**src/hdl/bcdm_pkg.sv**
```systemverilog
// Shared definitions for the byte-command dual motor PWM controller.
// Command characters, status codes and the speed/compare widths.
// No dependencies.
`default_nettype none

package bcdm_pkg;

	localparam int SPEED_W = 8;
	localparam int CMP_W   = 8;
	localparam int DUTY_W  = 7;

	localparam logic [7:0] CMD_STOP      = 8'h30;
	localparam logic [7:0] CMD_UP_BOTH   = 8'h31;
	localparam logic [7:0] CMD_UP_B      = 8'h32;
	localparam logic [7:0] CMD_DOWN_BOTH = 8'h33;
	localparam logic [7:0] CMD_DOWN_B    = 8'h34;
	localparam logic [7:0] CMD_Q_MAC     = 8'h61;
	localparam logic [7:0] CMD_Q_BAUD    = 8'h62;
	localparam logic [7:0] CMD_Q_STATUS  = 8'h73;
	localparam logic [7:0] CMD_Q_VERSION = 8'h74;

	localparam logic [3:0] ST_STEPPED   = 4'd0;
	localparam logic [3:0] ST_AT_LIMIT  = 4'd1;
	localparam logic [3:0] ST_REFUSED   = 4'd2;
	localparam logic [3:0] ST_STOPPED   = 4'd3;
	localparam logic [3:0] ST_MAC       = 4'd4;
	localparam logic [3:0] ST_BAUD      = 4'd5;
	localparam logic [3:0] ST_STATUS    = 4'd6;
	localparam logic [3:0] ST_VERSION   = 4'd7;
	localparam logic [3:0] ST_IGNORED   = 4'd8;

	localparam logic [CMP_W-1:0] CMP_IDLE  = 8'hFF;
	localparam logic [DUTY_W-1:0] DUTY_RST = 7'd100;

endpackage

`default_nettype wire

```
**src/hdl/byte_command_dual_motor_pwm.sv**
```systemverilog
// Byte-command dual motor PWM controller, top level.
// Uses bcdm_pkg for command characters, status codes and widths.
// Holds the speed state, the compare registers and a shared 8-step divider.
//
// Usage: one request on the input channel carries one command byte
// (command_byte, in_valid/in_stall). Each request gives exactly one request
// on the output channel (out_valid/out_stall) carrying a status code, both
// wheel speeds and the four H-bridge compare values after the command.
// A command that maps no wheel gives its result straight from decode; a step
// on wheel B alone or on both wheels goes through load, divide and write for
// each changed wheel, A before B. A wheel at zero speed or with a saturated
// duty skips the divide steps. The single restoring divider (one quotient bit
// a cycle) turns |speed|*255 into a duty for each changed wheel in turn.
// A new byte is taken only once the result has been taken.
// One command is in flight at a time: in_stall is high from acceptance
// until the result has been taken. While out_stall is high the result
// holds and no new byte is taken.
// max_duty is written through cfg_wr_en/cfg_wr_data; the user must write it
// only while the block is idle, which the block does not enforce. Reset clears
// both speeds and all compare values to zero and sets max_duty to 100.
`default_nettype none

module byte_command_dual_motor_pwm #(
	parameter int SPEED_STEP = 5
) (
	input  wire logic                         clk,
	input  wire logic                         arst_n,
	input  wire logic                         cfg_wr_en,
	input  wire logic [bcdm_pkg::DUTY_W-1:0]  cfg_wr_data,
	input  wire logic                         in_valid,
	output logic                              in_stall,
	input  wire logic [7:0]                   command_byte,
	output logic                              out_valid,
	input  wire logic                         out_stall,
	output logic [3:0]                        status_code,
	output logic signed [bcdm_pkg::SPEED_W-1:0] speed_a,
	output logic signed [bcdm_pkg::SPEED_W-1:0] speed_b,
	output logic [bcdm_pkg::CMP_W-1:0]        compare_a_fwd,
	output logic [bcdm_pkg::CMP_W-1:0]        compare_a_rev,
	output logic [bcdm_pkg::CMP_W-1:0]        compare_b_fwd,
	output logic [bcdm_pkg::CMP_W-1:0]        compare_b_rev
);
	import bcdm_pkg::*;

	typedef enum logic [2:0] {
		S_IDLE,
		S_DECODE,
		S_LOAD,
		S_DIV,
		S_WRITE,
		S_OUT
	} state_t;

	localparam logic signed [8:0] STEP9 = 9'(SPEED_STEP);

	state_t                      state_q;
	logic [7:0]                  cmd_q;
	logic [DUTY_W-1:0]           max_duty_q;
	logic signed [SPEED_W-1:0]   wheel_a_q;
	logic signed [SPEED_W-1:0]   wheel_b_q;
	logic [CMP_W-1:0]            cmp_a_fwd_q, cmp_a_rev_q, cmp_b_fwd_q, cmp_b_rev_q;
	logic [3:0]                  status_q;
	logic                        out_valid_q;
	logic                        map_a_q, map_b_q;
	logic                        sel_b_q;
	logic [7:0]                  rem_q;
	logic [7:0]                  dvd_q;
	logic [7:0]                  quo_q;
	logic [2:0]                  cnt_q;

	function automatic logic signed [SPEED_W-1:0] clamp9(logic signed [8:0] s,
			logic signed [8:0] lim);
		logic signed [8:0] nl;
		nl = -lim;
		if (s > lim)
			return lim[SPEED_W-1:0];
		else if (s < nl)
			return nl[SPEED_W-1:0];
		else
			return s[SPEED_W-1:0];
	endfunction

	// command decode
	logic signed [8:0]         a9, b9, lim9, nlim9;
	logic signed [SPEED_W-1:0] nxt_a, nxt_b;
	logic                      upd_a, upd_b, clr;
	logic [3:0]                dec_status;

	always_comb begin
		a9    = {wheel_a_q[SPEED_W-1], wheel_a_q};
		b9    = {wheel_b_q[SPEED_W-1], wheel_b_q};
		lim9  = {2'b00, max_duty_q};
		nlim9 = -lim9;
		nxt_a = wheel_a_q;
		nxt_b = wheel_b_q;
		upd_a = 1'b0;
		upd_b = 1'b0;
		clr   = 1'b0;
		dec_status = ST_IGNORED;
		unique case (cmd_q)
			CMD_UP_BOTH: begin
				if (a9 < lim9) begin
					nxt_a = clamp9(a9 + STEP9, lim9);
					nxt_b = clamp9(b9 + STEP9, lim9);
					upd_a = 1'b1;
					upd_b = 1'b1;
					dec_status = ({nxt_a[SPEED_W-1], nxt_a} == lim9) ? ST_AT_LIMIT : ST_STEPPED;
				end else begin
					dec_status = ST_REFUSED;
				end
			end
			CMD_DOWN_BOTH: begin
				if (a9 > nlim9) begin
					nxt_a = clamp9(a9 - STEP9, lim9);
					nxt_b = clamp9(b9 - STEP9, lim9);
					upd_a = 1'b1;
					upd_b = 1'b1;
					dec_status = ({nxt_a[SPEED_W-1], nxt_a} == nlim9) ? ST_AT_LIMIT : ST_STEPPED;
				end else begin
					dec_status = ST_REFUSED;
				end
			end
			CMD_UP_B: begin
				if (b9 < lim9) begin
					nxt_b = clamp9(b9 + STEP9, lim9);
					upd_b = 1'b1;
					dec_status = ({nxt_b[SPEED_W-1], nxt_b} == lim9) ? ST_AT_LIMIT : ST_STEPPED;
				end else begin
					dec_status = ST_REFUSED;
				end
			end
			CMD_DOWN_B: begin
				if (b9 > nlim9) begin
					nxt_b = clamp9(b9 - STEP9, lim9);
					upd_b = 1'b1;
					dec_status = ({nxt_b[SPEED_W-1], nxt_b} == nlim9) ? ST_AT_LIMIT : ST_STEPPED;
				end else begin
					dec_status = ST_REFUSED;
				end
			end
			CMD_STOP: begin
				nxt_a = '0;
				nxt_b = '0;
				clr   = 1'b1;
				dec_status = ST_STOPPED;
			end
			CMD_Q_MAC:     dec_status = ST_MAC;
			CMD_Q_BAUD:    dec_status = ST_BAUD;
			CMD_Q_STATUS:  dec_status = ST_STATUS;
			CMD_Q_VERSION: dec_status = ST_VERSION;
			default:       dec_status = ST_IGNORED;
		endcase
	end

	// duty set-up for the selected wheel: dividend = |speed| * 255
	logic signed [SPEED_W-1:0] sel_speed;
	logic [SPEED_W-1:0]        sel_neg;
	logic [DUTY_W-1:0]         mag;
	logic [14:0]               dividend;
	logic                      div_sat;
	logic [7:0]                trial;
	logic                      trial_ge;
	logic [CMP_W-1:0]          duty_cmp;

	always_comb begin
		sel_speed = sel_b_q ? wheel_b_q : wheel_a_q;
		sel_neg   = -sel_speed;
		mag       = sel_speed[SPEED_W-1] ? sel_neg[DUTY_W-1:0] : sel_speed[DUTY_W-1:0];
		dividend  = {mag, 8'h00} - {8'h00, mag};
		div_sat   = dividend >= {max_duty_q, 8'h00};
		trial     = {rem_q[6:0], dvd_q[7]};
		trial_ge  = trial >= {1'b0, max_duty_q};
		duty_cmp  = CMP_IDLE - quo_q;
	end

	always_ff @(posedge clk or negedge arst_n) begin
		if (!arst_n) begin
			state_q     <= S_IDLE;
			cmd_q       <= '0;
			max_duty_q  <= DUTY_RST;
			wheel_a_q   <= '0;
			wheel_b_q   <= '0;
			cmp_a_fwd_q <= '0;
			cmp_a_rev_q <= '0;
			cmp_b_fwd_q <= '0;
			cmp_b_rev_q <= '0;
			status_q    <= '0;
			out_valid_q <= 1'b0;
			map_a_q     <= 1'b0;
			map_b_q     <= 1'b0;
			sel_b_q     <= 1'b0;
			rem_q       <= '0;
			dvd_q       <= '0;
			quo_q       <= '0;
			cnt_q       <= '0;
		end else begin
			if (cfg_wr_en)
				max_duty_q <= cfg_wr_data;
			unique case (state_q)
				S_IDLE: begin
					if (in_valid) begin
						cmd_q   <= command_byte;
						state_q <= S_DECODE;
					end
				end
				S_DECODE: begin
					wheel_a_q <= nxt_a;
					wheel_b_q <= nxt_b;
					status_q  <= dec_status;
					map_a_q   <= upd_a;
					map_b_q   <= upd_b;
					sel_b_q   <= !upd_a;
					if (clr) begin
						cmp_a_fwd_q <= '0;
						cmp_a_rev_q <= '0;
						cmp_b_fwd_q <= '0;
						cmp_b_rev_q <= '0;
					end
					if (upd_a || upd_b) begin
						state_q <= S_LOAD;
					end else begin
						out_valid_q <= 1'b1;
						state_q     <= S_OUT;
					end
				end
				S_LOAD: begin
					if (mag == '0) begin
						quo_q   <= '0;
						state_q <= S_WRITE;
					end else if (div_sat) begin
						quo_q   <= 8'hFF;
						state_q <= S_WRITE;
					end else begin
						quo_q   <= '0;
						rem_q   <= {1'b0, dividend[14:8]};
						dvd_q   <= dividend[7:0];
						cnt_q   <= 3'd7;
						state_q <= S_DIV;
					end
				end
				S_DIV: begin
					rem_q <= trial_ge ? (trial - {1'b0, max_duty_q}) : trial;
					dvd_q <= {dvd_q[6:0], 1'b0};
					quo_q <= {quo_q[6:0], trial_ge};
					cnt_q <= cnt_q - 3'd1;
					if (cnt_q == 3'd0)
						state_q <= S_WRITE;
				end
				S_WRITE: begin
					if (sel_b_q) begin
						cmp_b_fwd_q <= sel_speed[SPEED_W-1] ? CMP_IDLE : duty_cmp;
						cmp_b_rev_q <= sel_speed[SPEED_W-1] ? duty_cmp : CMP_IDLE;
						map_b_q     <= 1'b0;
						out_valid_q <= 1'b1;
						state_q     <= S_OUT;
					end else begin
						cmp_a_fwd_q <= sel_speed[SPEED_W-1] ? CMP_IDLE : duty_cmp;
						cmp_a_rev_q <= sel_speed[SPEED_W-1] ? duty_cmp : CMP_IDLE;
						map_a_q     <= 1'b0;
						if (map_b_q) begin
							sel_b_q <= 1'b1;
							state_q <= S_LOAD;
						end else begin
							out_valid_q <= 1'b1;
							state_q     <= S_OUT;
						end
					end
				end
				S_OUT: begin
					if (!out_stall) begin
						out_valid_q <= 1'b0;
						state_q     <= S_IDLE;
					end
				end
				default: state_q <= S_IDLE;
			endcase
		end
	end

	assign in_stall      = (state_q != S_IDLE);
	assign out_valid     = out_valid_q;
	assign status_code   = status_q;
	assign speed_a       = wheel_a_q;
	assign speed_b       = wheel_b_q;
	assign compare_a_fwd = cmp_a_fwd_q;
	assign compare_a_rev = cmp_a_rev_q;
	assign compare_b_fwd = cmp_b_fwd_q;
	assign compare_b_rev = cmp_b_rev_q;

	// speeds never leave the symmetric range
	a_speed_range: assert property (@(posedge clk) disable iff (!arst_n)
		wheel_a_q != -8'sd128 && wheel_b_q != -8'sd128)
		else $error("wheel speed out of range");

	a_ready_not_busy: assert property (@(posedge clk) disable iff (!arst_n)
		!in_stall |-> !out_valid && !map_a_q && !map_b_q)
		else $error("input ready while a request is in flight");

	a_div_ends: assert property (@(posedge clk) disable iff (!arst_n)
		state_q == S_DIV && cnt_q == 3'd0 |=> state_q == S_WRITE)
		else $error("divider overran its bit count");

	a_status_legal: assert property (@(posedge clk) disable iff (!arst_n)
		out_valid |-> status_code <= ST_IGNORED)
		else $error("status code out of range");

endmodule

`default_nettype wire
```
**config.mk**
```make
export PLATFORM = sky130hd
export DESIGN_NAME = byte_command_dual_motor_pwm
export DESIGN_NICKNAME = d
export VERILOG_FILES = /design/src/hdl/bcdm_pkg.sv /design/src/hdl/byte_command_dual_motor_pwm.sv
export SDC_FILE = /design/constraint.sdc
export NUM_CORES = 1
export LEC_CHECK = 0
export ABC_AREA = 1
export ABC_CLOCK_PERIOD_IN_PS = 3810
export BUFFER_PORTS_ARGS = -buffer_cell sky130_fd_sc_hd__buf_2
export CAP_MARGIN = 20
export CORE_MARGIN = 4
export CORE_UTILIZATION = 40
export DETAILED_ROUTE_END_ITERATION = 10
export HOLD_SLACK_MARGIN = 0.06
export PLACE_DENSITY = 0.66
export SLEW_MARGIN = 0
export SYNTH_ARGS = -nofsm -noshare
export SYNTH_HDL_FRONTEND = slang
export SYNTH_SLANG_ARGS = --single-unit
```
**constraint.sdc**
```tcl
create_clock -name clk -period 3.81 [get_ports clk]
set_input_delay 0.381 -clock clk [delete_from_list [all_inputs] [get_ports clk]]
set_output_delay 0.381 -clock clk [all_outputs]
set_load 0.1 [all_outputs]
```
==> results_dict.tcl, run 1 <==
set metrics [dict create \
    layout_min_cycle_time_ps 3630 \
    clkLatencyLatePin_ps 360 \
    skew_ps 12.3 \
    portBuffers 73 \
    syn-mean-instance-area_um2 6.77 \
    period_share 0.952 \
    yosys.area.top_type "dfrtp_1" \
    antenna_found_initial 0 \
    yosysUniqueCellTypes 53 \
    path_class "flip-flop to flip-flop" \
    seq_area_frac_synth 0.259 \
    ios 74 \
    r2r_slack_ps 180 \
    yosysMostFrequentCell "nand2_1" \
    grt_max_degree 65 \
    final_util 0.483 \
    yosys_most_used_dff "dfrtp_1" \
    place_inst 1850 \
    area_delta_synth_final_pct 18.7 \
    hold_buffers 0 \
    core_mm2 0.0235 \
    n_fill_cell 2463 \
    grt_pass1_wl_mm 50.4 \
    grt_pass1_vias 9468 \
    ant_nets 0 \
    grtUsageTotal 0.239 \
    max_slew_margin 0.464 \
    reg2regPathDepth 20 \
    maxCapViolCount 0 \
    cts_tree "done" \
    fp-row-count 56 \
    setup-violations-final 0 \
    synth_top_area_frac 0.251 \
    async_flop_share 1.00 \
    finalMaxSlewViolations 0 \
    tightest_slew_ps 804 \
    h-tree-depth 3 \
    die_y_um 163 \
    clock-sinks 99 \
    ys_ff_latch 99 \
    drc 0 \
    fin_nets 1688 \
    cts_buffers 9 \
    drtPass1Iterations 5 \
    die_w_um 163 \
    hp-class "input pin to asynchronous set/reset pin" \
    status "completed" \
    clock_path_buffers 2 \
    cp_max_fo 8 \
    drt_iter0_markers 997 \
    clk_pin_slew_worst_paths_ps 80 \
    worstPathRequired_ps 4040 \
    wl_mm 32.3 \
    netlist_area_mm2 0.00958 \
    ys_top_cells_by_area "dfrtp_1, nand2_1, ha_1" \
    synthCells 1414 \
    vias_per_cell 5.35 \
    fmax_mhz 276 \
    num_vias 10100 \
    critPathLaunchType "flip-flop" \
    synth_nets 1546 \
    cp.arrival_ps 3860 \
    end_kind "flip-flop" \
    r2r-start "sel_b_q" \
    synth_edf_count 0 \
    wl_per_cell_um 17.2 \
    dp_hpwl_mm 24.8 \
    clockRootBuffer "clkbuf_16" \
    fin_cells 1880 \
    grt-ovfl-total 0 \
    yosysWarnings 0 \
    finalHoldViolCount 0 \
    gp_congestion 0.986 \
    r2r-end "dvd_q[6]" \
    synth_common_cells "nand2_1, inv_1, nand3_1, nor2_1, ha_1" \
    initial_core_util 0.407 \
    die_area_mm2 0.0265 \
    drive_gt1_frac 0.181 \
    antenna_cells 0 \
]
[flip-flops by register name, summed over array words and instances (netlist names), 8 cells and up]
signal and cells:
quo_q 8, compare_a_rev 8, compare_a_fwd 8, compare_b_fwd 8, cmd_q 8, compare_b_rev 8
dvd_q 8, speed_b 8, speed_a 8
[critical path, stage by stage, from the launching register on]
cell and delay, ps:
dfrtp_1 430, buf_4 190, o21ai_4 130, ha_1 250, o21ai_2 210, nand2_1 100, nor2_2 160, nand3_1 150
nor2_2 150, nand2_1 100, nand2_1 90, xor2_1 220, ha_1 280, nand2_1 70, o21ai_1 70, a221oi_2 300
nand2_2 140, nand2_4 140, nand2_8 110, nand2_1 100, o221ai_1 100
[area by class of cell]
cell class	instances	area, µm²	share of cell area
clock inverter	7	81.3	0.00715
timing repair buffer	160	1040	0.0912
timing repair inverter	1	8.76	0.000770
sequential	99	2500	0.220
multi-input combinational	1109	6440	0.566
clock buffer	9	225	0.0198
tap	319	399	0.0351
inverter	176	679	0.0598
[metal layers]
metal,part of all wire,vias to the layer above,GRT usage
li1,-,4978,-
met5,0,-,0
met2,0.44,376,0.370
met3,0.074,56,0.0377
met4,0.024,0,0.0698
met1,0.46,4647,0.345
[worst max-delay path by stage]
stage,start,endpoint,slack [ps],cells past startpoint
6_report,sel_b_q,dvd_q[6],180,20
5_1_grt,sel_b_q,dvd_q[6],-70,20
4_1_cts,sel_b_q,rem_q[0],40,24
3_5_place_dp,sel_b_q,rem_q[0],70,21
3_3_place_gp,speed_b[0],status_code[0],110,26
2_1_floorplan,speed_b[0],rem_q[6],70,22
[kinds of logic (layout without fill, tap and decap cells)]
| logic type | count (synthesis) | after routing | share of synthesized area |
|---|---|---|---|
| AO/OA/AOI/OAI | 229 | 229 | 0.136 |
| XOR/XNOR | 32 | 32 | 0.0308 |
| multiplexers | 20 | 20 | 0.0235 |
| buffers and inverters | 207 | 353 | 0.0844 |
| flip-flops | 99 | 99 | 0.259 |
| AND/OR/NAND/NOR | 715 | 716 | 0.319 |
| adder cells (fa/ha/maj) | 112 | 112 | 0.147 |
[metrics by stage]
stage	worst slack (ps)	hold slack, ps	instance area, µm²	setup TNS (ps)
final	182	125	11400	0
after global routing	-74.4	181	11400	-639
after floorplan	69.0	85.4	9600	0
after global placement	107	464	10800	0
after detailed placement	65.9	465	10800	0
after CTS	35.9	144	11100	0
[placed cells by master (no fill, tap or decap), types with 6 or more instances in the layout]
cell and n:
ha_1 110, buf_4 86, o21ai_2 10, nand2_2 12, o21ai_1 13, nand2_1 387, dfrtp_1 83, nor3_1 9
buf_2 72, or2_2 6, a21oi_1 83, mux2_2 20, nand2_4 6, xnor2_1 6, nand2b_1 8, dfrtp_2 12
o211ai_1 7, o22ai_1 14, nand3_1 118, nor2_2 6, clkbuf_16 9, inv_2 7, xor2_1 22, nor2_1 113
a22oi_1 9, o21ai_0 75, inv_1 159, clkinv_1 7, nand4_1 35
[what timing repair did]
item | 4_1_cts | 5_1_grt
setup buffers | 0 | 12
endpoints found under the setup margin | 0 | 38
endpoints found under the hold margin | 0 | 0
resized for setup | 0 | 49
Power of run 1 is not shown: default switching activity piles up to over one toggle a cycle in this logic, so the estimate is an artifact.
==> run 2: changes to the inputs <==
Settings changed: CORE_ASPECT_RATIO from default to 0.75.
==> run 2 against run 1 <==
Effect of this change:
- first-iteration DRC count decreased by 19%
- via count decreased by 0.18%
- die area about the same
- clock skew about the same
- global-route usage decreased by 0.39 points
- final cell count decreased by 1.9%
- sequential share of layout area increased by 0.31 points
- largest cell class unchanged
==> results_dict.tcl, run 2 (synthesized netlist as in run 1, its figures left out) <==
set metrics [dict create \
    grt-ovfl-total 0 \
    layout_min_cycle_time_ps 3590 \
    drive_gt1_frac 0.176 \
    clock-sinks 99 \
    max_stage_delay_ps 460 \
    setup-violations-final 0 \
    ant_nets 0 \
    mostFrequentLayoutCell "nand2_1" \
    end_kind "flip-flop" \
    wl_per_cell_um 17.2 \
    clk_pin_slew_worst_paths_ps 80 \
    critPathLaunchType "flip-flop" \
    finalHoldViolCount 0 \
    die_area_mm2 0.0265 \
    drt_iter0_markers 812 \
    antenna_found_initial 0 \
    grt_pass1_vias 9258 \
    period_share 0.942 \
    antenna_cells 0 \
    grtUsageTotal 0.235 \
    finalMaxSlewViolations 0 \
    portBuffers 73 \
    fin_cells 1845 \
    path_class "flip-flop to flip-flop" \
    worstPathRequired_ps 4100 \
    core_mm2 0.0233 \
    die_w_um 187 \
    cp.arrival_ps 3880 \
    clkLatencyLatePin_ps 360 \
    layout_common_cells "nand2_1, inv_1, nand3_1, nor2_1, ha_1" \
    status "completed" \
    hp-class "input pin to asynchronous set/reset pin" \
    cp_slowest_cell "dfrtp_2" \
    dp_hpwl_mm 24.7 \
    gp_congestion 0.980 \
    num_vias 10000 \
    fin_nets 1672 \
    crit_top_cell "nand2_2" \
    place_inst 1821 \
    place_ws_ps -21.2 \
    cts_tree "done" \
    die_y_um 142 \
    wl_mm 31.8 \
    path_cells "buf_4 -> o21ai_4 -> ha_2 -> o21ai_4 -> nand2_2 -> nor2_4 -> nand3_2 -> nor2_4 -> nand2_1 -> nand2_2 -> xor2_2 -> ha_1 -> nand2_1 -> o21ai_0 -> a221oi_2 -> nand2_2 -> nand2_4 -> nand2_8 -> inv_6 -> nand3_1 -> o21ai_2" \
    path_delay_family "simple AND/OR/NAND/NOR gates" \
    fp-row-count 48 \
    clock_path_buffers 2 \
    grt_max_degree 56 \
    area_delta_synth_final_pct 17.1 \
    h-tree-depth 3 \
    n_fill_cell 2369 \
    setup_ws_ps 219 \
    drc 0 \
    max_slew_margin 0.518 \
    maxCapViolCount 0 \
    grt_pass1_wl_mm 50.4 \
    cts_buffers 9 \
    fmax_mhz 279 \
    hold_buffers 0 \
    vias_per_cell 5.44 \
    clockRootBuffer "clkbuf_16" \
    cp_max_fo 14 \
    initial_core_util 0.411 \
    path_buf_inv 2 \
    tightest_slew_ps 723 \
    skew_ps 12.2 \
    drtPass1Iterations 5 \
    ios 74 \
]
run 2: worst paths after layout:
check                      slack, ps             to      startpoint  cells after the start
max                              220       rem_q[0]         sel_b_q                     21
max reg2reg                      220       rem_q[0]         sel_b_q                     21
min in group clk                 230  max_duty_q[1]  cfg_wr_data[1]                      3
min                               70       dvd_q[4]          arst_n                      1
max in group asynchronous       2860     speed_a[7]          arst_n                      2
min reg2reg                      470       cnt_q[0]        cnt_q[0]                      1
run 2: final cells by class:
| cell class | instances | area, µm² | share of cell area |
|---|---|---|---|
| tap | 300 | 375 | 0.0334 |
| timing repair buffer | 145 | 912 | 0.0813 |
| timing repair inverter | 1 | 6.26 | 0.000557 |
| clock buffer | 9 | 225 | 0.0201 |
| clock inverter | 7 | 71.3 | 0.00636 |
| inverter | 176 | 666 | 0.0593 |
| sequential | 99 | 2500 | 0.223 |
| multi-input combinational | 1108 | 6460 | 0.576 |
run 2: timing repair:
action                                 CTS  global route
gates cloned                             1             0
buffers inserted                         0             7
setup endpoints to repair                9            39
pin swaps                                0             8
resized for setup                        2            50
endpoints found under the hold margin    0             0
run 2: through the flow:
| step | utilization | hold WS, ps | instance area, µm² | TNS, ps |
|---|---|---|---|---|
| 6_report | 0.482 | 73.5 | 11200 | 0 |
| 5_1_grt | 0.482 | 125 | 11200 | -88.4 |
| 4_1_cts | 0.472 | 100 | 11000 | 0 |
| 3_5_place_dp | 0.459 | 465 | 10700 | -22.6 |
| 3_3_place_gp | 0.459 | 461 | 10700 | 0 |
| 2_1_floorplan | - | 85.4 | 9600 | 0 |
run 2: layer usage:
layer | global-route usage | share of wire
met1 | 0.354 | 0.49
met2 | 0.349 | 0.42
met3 | 0.0414 | 0.078
met4 | 0.0564 | 0.018
met5 | 0 | 0
Power of run 2 is left out for the same reason.
==> run 3: changes to the inputs <==
Settings changed: CORE_MARGIN 4 to 5, REMOVE_ABC_BUFFERS from default to 1.
==> run 3 against run 2 <==
Effect of this change:
- die area is 2.5% higher
- first-iteration DRC count is 39% higher
- hold slack better by 24 ps
- register-to-register slack better by 30 ps
- sequential cell count stayed put
- maximum frequency is 0.87% higher
- critical path type unchanged
- global-route usage is 0.81 points lower
- largest cell class unchanged
==> results_dict.tcl, run 3 (synthesized netlist as in run 1, its figures left out) <==
set metrics [dict create \
    layout_min_cycle_time_ps 3560 \
    vias_per_cell 5.41 \
    drt_iter0_markers 1125 \
    h-tree-depth 3 \
    clock-sinks 99 \
    place_ws_ps -133 \
    drive_gt1_frac 0.171 \
    maxCapViolCount 0 \
    tightest_slew_ps 749 \
    cp_max_fo 7 \
    drc 0 \
    gp_congestion 0.972 \
    cp.arrival_ps 3790 \
    die_w_um 189 \
    status "completed" \
    grt_pass1_wl_mm 49.5 \
    clkLatencyLatePin_ps 360 \
    clockRootBuffer "clkbuf_16" \
    r2r-start "sel_b_q" \
    core_mm2 0.0238 \
    cts_buffers 9 \
    dp_hpwl_mm 24.4 \
    grt_max_degree 59 \
    mostFrequentLayoutCell "nand2_1" \
    clock_path_buffers 2 \
    worstPathRequired_ps 4040 \
    die_area_mm2 0.0272 \
    fp-row-count 49 \
    fin_nets 1682 \
    skew_ps 11.3 \
    ios 74 \
    end_kind "flip-flop" \
    fmax_mhz 281 \
    hp-class "input pin to asynchronous set/reset pin" \
    area_delta_synth_final_pct 17.4 \
    antenna_found_initial 0 \
    grt-ovfl-total 0 \
    layout_common_cells "nand2_1, inv_1, nand3_1, nor2_1, ha_1" \
    setup-violations-final 0 \
    hold_buffers 0 \
    max_slew_margin 0.501 \
    num_vias 10100 \
    grt_pass1_vias 9280 \
    die_y_um 144 \
    finalHoldViolCount 0 \
    setup.worst_path.start "sel_b_q" \
    antenna_cells 0 \
    period_share 0.934 \
    path_class "flip-flop to flip-flop" \
    drtPass1Iterations 6 \
    cts_tree "done" \
    ant_nets 0 \
    initial_core_util 0.403 \
    clk_pin_slew_worst_paths_ps 80 \
    portBuffers 73 \
    finalMaxSlewViolations 0 \
    grtUsageTotal 0.227 \
    holdWs_ps 97.1 \
    critPathLaunchType "flip-flop" \
    setup_ws_ps 251 \
    wl_per_cell_um 16.7 \
    wl_mm 31.1 \
]
[run 3: cell types whose count changed in the layout (fill, tap and decap cells not counted), sizes merged]
cell	previous run	this run
clkinv	9	12
inv	173	170
buf	145	154
nand2	405	406
[run 3: final timing paths]
check                              endpoint  slack (ps)  depth (start not counted)
min in group clk              max_duty_q[3]         230                          3
hold reg to reg            compare_a_fwd[3]         490                          2
hold / removal             compare_a_fwd[4]         100                          1
setup / recovery                   dvd_q[6]         250                         20
setup reg to reg                   dvd_q[6]         250                         20
max in group asynchronous     max_duty_q[2]        2830                          2
[run 3: layout make-up]
| type | instances | area, µm² |
|---|---|---|
| Clock buffer | 9 | 225 |
| Clock inverter | 7 | 65.1 |
| Fill cell | 2400 | 12500 |
| Inverter | 176 | 676 |
| Multi-Input combinational cell | 1109 | 6420 |
| Sequential cell | 99 | 2480 |
| Tap cell | 306 | 383 |
| Timing Repair Buffer | 154 | 988 |
| Timing Repair inverter | 1 | 8.76 |
[run 3: timing repair]
| item | 4_1_cts | 5_1_grt |
|---|---|---|
| setup endpoints to repair | 11 | 37 |
| gates resized for setup | 3 | 42 |
| pin swaps | 0 | 10 |
| gates cloned | 0 | 2 |
| endpoints found under the hold margin | 0 | 0 |
| buffers inserted | 0 | 5 |
[run 3: routing by layer]
metal  GRT usage  vias up  part of all wire
li1            -     4971                 -
met1       0.331     4668              0.48
met2       0.335      374              0.41
met3      0.0618       59             0.092
met4      0.0533        0             0.022
met5           0        -                 0
[run 3: through the flow]
| step | util | instance area [µm²] | setup TNS (ps) | instances |
|---|---|---|---|---|
| 2_1_floorplan | - | 9430 | -14230 | 1383 |
| 3_3_place_gp | 0.453 | 10800 | -20.1 | 1838 |
| 3_5_place_dp | 0.453 | 10800 | -1050 | 1838 |
| 4_1_cts | 0.465 | 11100 | 0 | 1854 |
| 5_1_grt | 0.473 | 11200 | -207 | 1861 |
| 6_report | 0.473 | 11200 | 0 | 1861 |
[run 3: critical path, cell delays in order, from the launching register on]
cell,delay [ps]
dfrtp_2,470
nand2_1,130
o21ai_4,70
ha_1,300
o21ai_2,190
nand2_1,100
nor2_2,150
nand3_1,150
nor2_2,140
nand2_1,110
nand2_1,90
xor2_1,200
ha_1,280
nand2_1,70
o21ai_1,60
a221oi_2,390
nand2_4,110
nand2_4,130
nand2_8,100
nand2_1,90
o221ai_1,100
Power of run 3 is left out for the same reason.
